`src/rtl/core/htd_pkg.sv`:
```
// Shared constants, field layout and controller/datapath interface types of the tree decoder.
`default_nettype none

package htd_pkg;

    // Parameter defaults
    localparam int MAX_CODE_LEN_DEF = 32;
    localparam int NODE_SLOTS_DEF   = 512;
    localparam int ALPHABET_DEF     = 256;

    // Fixed field widths
    localparam int SYM_W = 8;
    localparam int LEN_W = 6;
    localparam int PAT_W = 32;
    localparam int CNT_W = 32;

    // Request tdata layout, lowest bit first: symbol, code_length, code_pattern, code_bit
    localparam int SYM_LSB    = 0;
    localparam int LEN_LSB    = SYM_LSB + SYM_W;
    localparam int PAT_LSB    = LEN_LSB + LEN_W;
    localparam int BIT_POS    = PAT_LSB + PAT_W;
    localparam int IN_BITS    = BIT_POS + 1;
    localparam int IN_TDATA_W = ((IN_BITS + 7) / 8) * 8;

    // Result tdata carries decoded_symbol only
    localparam int OUT_TDATA_W = SYM_W;

    // Request kinds (tuser)
    localparam logic KIND_INSERT = 1'b0;
    localparam logic KIND_BIT    = 1'b1;

    // Result status (tuser)
    localparam logic STAT_SYMBOL  = 1'b0;
    localparam logic STAT_MISSING = 1'b1;

    // Controller to datapath
    typedef struct packed {
        logic capture;    // latch request fields, read current node
        logic dec_read;   // pick child for stream bit, read it
        logic emit_err;   // missing branch result, back to root
        logic emit_sym;   // leaf symbol result, back to root
        logic step;       // move to inner node
        logic walk_read;  // read node on insert path
        logic walk_adv;   // descend one existing level
        logic set_sym;    // mark existing final node
        logic link;       // hook first new node to branch point
        logic make;       // write one new node
    } t_cmd;

    // Datapath to controller
    typedef struct packed {
        logic is_bit;
        logic ins_ok;
        logic total_reached;
        logic next_zero;
        logic leaf;
        logic child_zero;
        logic pos_zero;
        logic fits;
        logic out_free;
    } t_stat;

endpackage

`default_nettype wire

```
`src/rtl/core/htd_ctrl.sv`:
```
// Sequencer of the tree decoder: bit decode and code insert walks.
`default_nettype none

module htd_ctrl
    import htd_pkg::*;
(
    input  wire logic  i_clk,
    input  wire logic  i_rst_n,
    input  wire logic  i_valid,
    output logic       o_ready,
    input  wire t_stat i_stat,
    output t_cmd       o_cmd
);

    typedef enum logic [6:0] {
        S_IDLE    = 7'b0000001,
        S_B_CHILD = 7'b0000010,
        S_B_EVAL  = 7'b0000100,
        S_I_RD    = 7'b0001000,
        S_I_CHK   = 7'b0010000,
        S_I_NEW   = 7'b0100000,
        S_SPARE   = 7'b1000000
    } t_state;

    t_state r_state, n_state;

    always_ff @(posedge i_clk) begin
        if (!i_rst_n) begin
            r_state <= S_IDLE;
        end else begin
            r_state <= n_state;
        end
    end

    assign o_ready = (r_state == S_IDLE);

    always_comb begin
        n_state = r_state;
        o_cmd   = '0;
        case (r_state)
            S_IDLE: begin
                if (i_valid) begin
                    o_cmd.capture = 1'b1;
                    if (i_stat.is_bit) begin
                        if (!i_stat.total_reached) begin
                            n_state = S_B_CHILD;
                        end
                    end else if (i_stat.ins_ok) begin
                        n_state = S_I_RD;
                    end
                end
            end
            S_B_CHILD: begin
                o_cmd.dec_read = 1'b1;
                n_state        = S_B_EVAL;
            end
            S_B_EVAL: begin
                if (i_stat.next_zero) begin
                    if (i_stat.out_free) begin
                        o_cmd.emit_err = 1'b1;
                        n_state        = S_IDLE;
                    end
                end else if (i_stat.leaf) begin
                    if (i_stat.out_free) begin
                        o_cmd.emit_sym = 1'b1;
                        n_state        = S_IDLE;
                    end
                end else begin
                    o_cmd.step = 1'b1;
                    n_state    = S_IDLE;
                end
            end
            S_I_RD: begin
                o_cmd.walk_read = 1'b1;
                n_state         = S_I_CHK;
            end
            S_I_CHK: begin
                if (!i_stat.child_zero) begin
                    if (i_stat.pos_zero) begin
                        o_cmd.set_sym = 1'b1;
                        n_state       = S_IDLE;
                    end else begin
                        o_cmd.walk_adv = 1'b1;
                        n_state        = S_I_RD;
                    end
                end else if (i_stat.fits) begin
                    o_cmd.link = 1'b1;
                    n_state    = S_I_NEW;
                end else begin
                    n_state = S_IDLE;   // store full: drop whole insert
                end
            end
            S_I_NEW: begin
                o_cmd.make = 1'b1;
                if (i_stat.pos_zero) begin
                    n_state = S_IDLE;
                end
            end
            default: begin
                n_state = S_IDLE;
            end
        endcase
    end

endmodule

`default_nettype wire

```
`config.mk`:
```
export PLATFORM = sky130hd
export DESIGN_NAME = htd_ctrl
export DESIGN_NICKNAME = d
export VERILOG_FILES = /design/src/rtl/core/htd_pkg.sv /design/src/rtl/core/htd_ctrl.sv
export SDC_FILE = /design/constraint.sdc
export NUM_CORES = 1
export LEC_CHECK = 0
export ABC_AREA = 1
export BUFFER_PORTS_ARGS = -buffer_cell sky130_fd_sc_hd__buf_2
export CAP_MARGIN = 30
export CORE_UTILIZATION = 42
export CTS_CLUSTER_SIZE = 24
export DETAILED_ROUTE_END_ITERATION = 10
export PLACE_DENSITY = 0.78
export SLEW_MARGIN = 10
export SYNTH_ARGS = -nofsm -noshare
export SYNTH_HDL_FRONTEND = slang
export SYNTH_SLANG_ARGS = --single-unit
```
`constraint.sdc`:
```
create_clock -name i_clk -period 1.04 [get_ports i_clk]
set_input_delay 0.052 -clock i_clk [delete_from_list [all_inputs] [get_ports i_clk]]
set_output_delay 0.052 -clock i_clk [all_outputs]
set_load 0.02 [all_outputs]
```
==> impl_metrics.py <==
metrics = {
    "sta": {
        "fin_crit_sh_pct": 141,
        "drv_slew": 0,
        "finalWorstSetupSlack_ns": -0.431,
        "setup_viol": 16,
        "max_freq_mhz": 680,
        "final.setup.tns_ns": -5.63,
        "post-route-min-period_ns": 1.47,
        "hold_viol": 0,
        "finClkSkew_ns": 0.0120,
        "rsz0062_at_grt": "true",
    },
    "synthesis": {
        "synth_cell_type_count": 17,
        "ys_seq_area_share_pct": 22.2,
        "synth_seq_cells": 7,
        "syn_inst": 109,
        "synth_area_per_cell_sq_um": 5.80,
        "synth_nets": 121,
        "synthesis.area_sq_um": 632,
        "yosysWarnings": 0,
    },
    "drt": {
        "wl_met3_microns": 286,
        "drc": 0,
        "wl_met2_microns": 1540,
        "drt_iter0_markers": 59,
        "vias_per_cell": 5.88,
        "wirelength_microns": 3160,
        "first_pass_iters": 4,
        "highest-signal-layer": "met4",
        "detail-route-antenna-nets": 0,
        "met1Wirelength_microns": 1110,
        "routedWlPerCell_microns": 18.6,
        "num_vias": 999,
    },
    "floorplanning": {
        "num_io_pins": 23,
        "die_x_microns": 40.8,
        "die-area_sq_um": 1660,
        "num_rows": 13,
        "core_area_sq_um": 1350,
        "die_h_microns": 40.8,
        "start_util_pct": 46.8,
    },
    "finish": {
        "final.fill_count": 67,
        "regMostFlops": "r_state",
        "reg.largest.list": "r_state (7)",
        "fin_cells": 170,
        "layout-drive-gt1-share_pct": 64.5,
        "area.growth.synth_to_final_pct": 89.7,
        "final_nets": 168,
        "post-route-util_pct": 88.8,
        "largest_register_ffs": 7,
        "antennaDiodeCount": 0,
        "design_area_sq_um": 1200,
    },
    "cts": {
        "path_clk_slew_ns": 0.07,
        "tritoncts": "done",
        "root_buffer": "clkbuf_4",
        "cts_buffer_depth": 2,
        "numCtsBuffers": 3,
        "clkLatencyLatePin_ns": 0.27,
        "clock-sinks": 7,
        "ctsHtreeMaxLevel": 1,
    },
    "setup_path": {
        "ff2ff_setup_slack_ns": -0.43,
        "worstSetupStartpoint": "r_state[2]",
        "worstPathArrival_ns": 1.62,
        "required_ns": 1.19,
        "reg2regPathDepth": 9,
        "cp_max_fo": 4,
        "worstSetupStartpointType": "flop",
        "r2r_start": "r_state[2]",
        "critical_path_class": "reg -> reg",
        "crit_path_end": "r_state[5]",
        "cp-end-kind": "flop",
        "timing.rr.end": "r_state[5]",
    },
    "global_route": {
        "grt_pass1_vias": 822,
        "grt_max_degree": 6,
        "grt-ovfl-total": 0,
        "grt_pass1_wl_microns": 3630,
        "grt.total_usage_pct": 32.7,
        "antenna_found_initial": 0,
    },
    "placement": {
        "finalWeightedCongestion": 0.781,
        "io_buffers": 22,
        "post-place-ws_ns": -0.196,
        "dpl_cell_area_sq_um": 898,
        "dp.cells": 157,
        "place_hpwl_microns": 1430,
    },
    "pwr": {
        "power.internal_mw": 0.659,
        "swShare_pct": 43.1,
        "p_seq_share_pct": 28.3,
        "cellLeakagePower_nw": 0.597,
        "switchingPower_mw": 0.500,
        "combPwrFrac_pct": 48.0,
        "power_density_nw_per_um2": 967,
        "clockPowerShare_pct": 23.7,
        "ir_drop_mv": 0.802,
    },
    "outcome": {
        "violations": "setup timing",
        "status": "complete, but fails checks",
    },
    "job": {
        "cap_violations": 0,
    },
    "worst_hold_path": {
        "whs_path_depth": 2,
        "min_path_type": "in -> reg",
    },
}
[synthesized netlist by cell type, drive strengths merged]
master / instances / area [sq um]
a21oi: 2 / 10.0
conb: 1 / 3.75
dfxtp: 7 / 140
inv: 26 / 97.6
nand2: 22 / 87.6
nand3: 20 / 133
nor2: 23 / 119
nor3: 5 / 25.0
nor4: 1 / 6.26
o21ai: 2 / 10.0
[worst min-delay path by stage]
stage                    from    endpoint  slack [ns]
floorplan           i_stat[4]    o_cmd[5]        0.14
global placement      i_rst_n  r_state[0]        0.29
detailed placement    i_rst_n  r_state[0]        0.28
CTS                   i_rst_n  r_state[0]        0.02
global route          i_rst_n  r_state[0]        0.03
finish                i_rst_n  r_state[0]        0.03
[worst max-delay path, stage by stage (launching register included)]
cell	delay, ns
dfxtp_2	0.36
nor2_4	0.17
nand3_2	0.14
nor2_4	0.18
buf_6	0.14
nand3_4	0.08
nand3_2	0.09
nand2_1	0.07
nand2_1	0.08
nor2_2	0.04
[layout by cell type, fill, tap and decap left out, types with 6 or more instances in the layout]
cell	n
nand3_2	7
nor2_4	9
buf_2	12
nand2_1	15
buf_6	11
inv_1	16
nand3_1	10
nor2_1	8
nor2_2	6
buf_4	19
[cell families (layout without fill, tap and decap cells)]
group | after synthesis | in the layout | synth area share (%)
other | 1 | 1 | 0.593
buffers and inverters | 26 | 72 | 15.4
AO/OA/AOI/OAI | 4 | 4 | 3.17
flip-flops | 7 | 7 | 22.2
AND/OR/NAND/NOR | 71 | 71 | 58.6
[power by group through the flow]
stage / sequential [mW] / clock (mW) / combinational [mW]
after floorplan: 0.310 / 0 / 0.240
after global placement: 0.311 / 0 / 0.365
after detailed placement: 0.312 / 0 / 0.375
after CTS: 0.309 / 0.255 / 0.471
after global routing: 0.328 / 0.290 / 0.585
final: 0.328 / 0.275 / 0.556
[repair_timing]
action / in CTS / in global routing
resized for setup: 43 / 19
pin swaps: 15 / 5
endpoints found under the setup margin: 16 / 16
setup buffers: 9 / 0
endpoints found under the hold margin: 0 / 0
hold buffers: 0 / 0
[cell type report]
class | count | area, sq um | area share [%]
clock buffers | 4 | 26.3 | 2.19
inverters | 26 | 110 | 9.19
multi-input cells | 76 | 563 | 47.0
flip-flops and latches | 7 | 154 | 12.8
well taps | 15 | 18.8 | 1.57
repair buffers | 42 | 327 | 27.2
[layer usage]
metal,track usage [%],vias up
li1,-,429
met1,36.6,449
met2,59.4,88
met3,9.24,33
met4,8.33,0
met5,0,-
[per-stage QoR]
step / total power [mW] / hold WS, ns
CTS: 1.03 / 0.0242
finish: 1.16 / 0.0263
floorplan: 0.550 / 0.136
global route: 1.20 / 0.0271
detailed placement: 0.687 / 0.285
global placement: 0.676 / 0.292
Power figures use the tool's default switching activity.
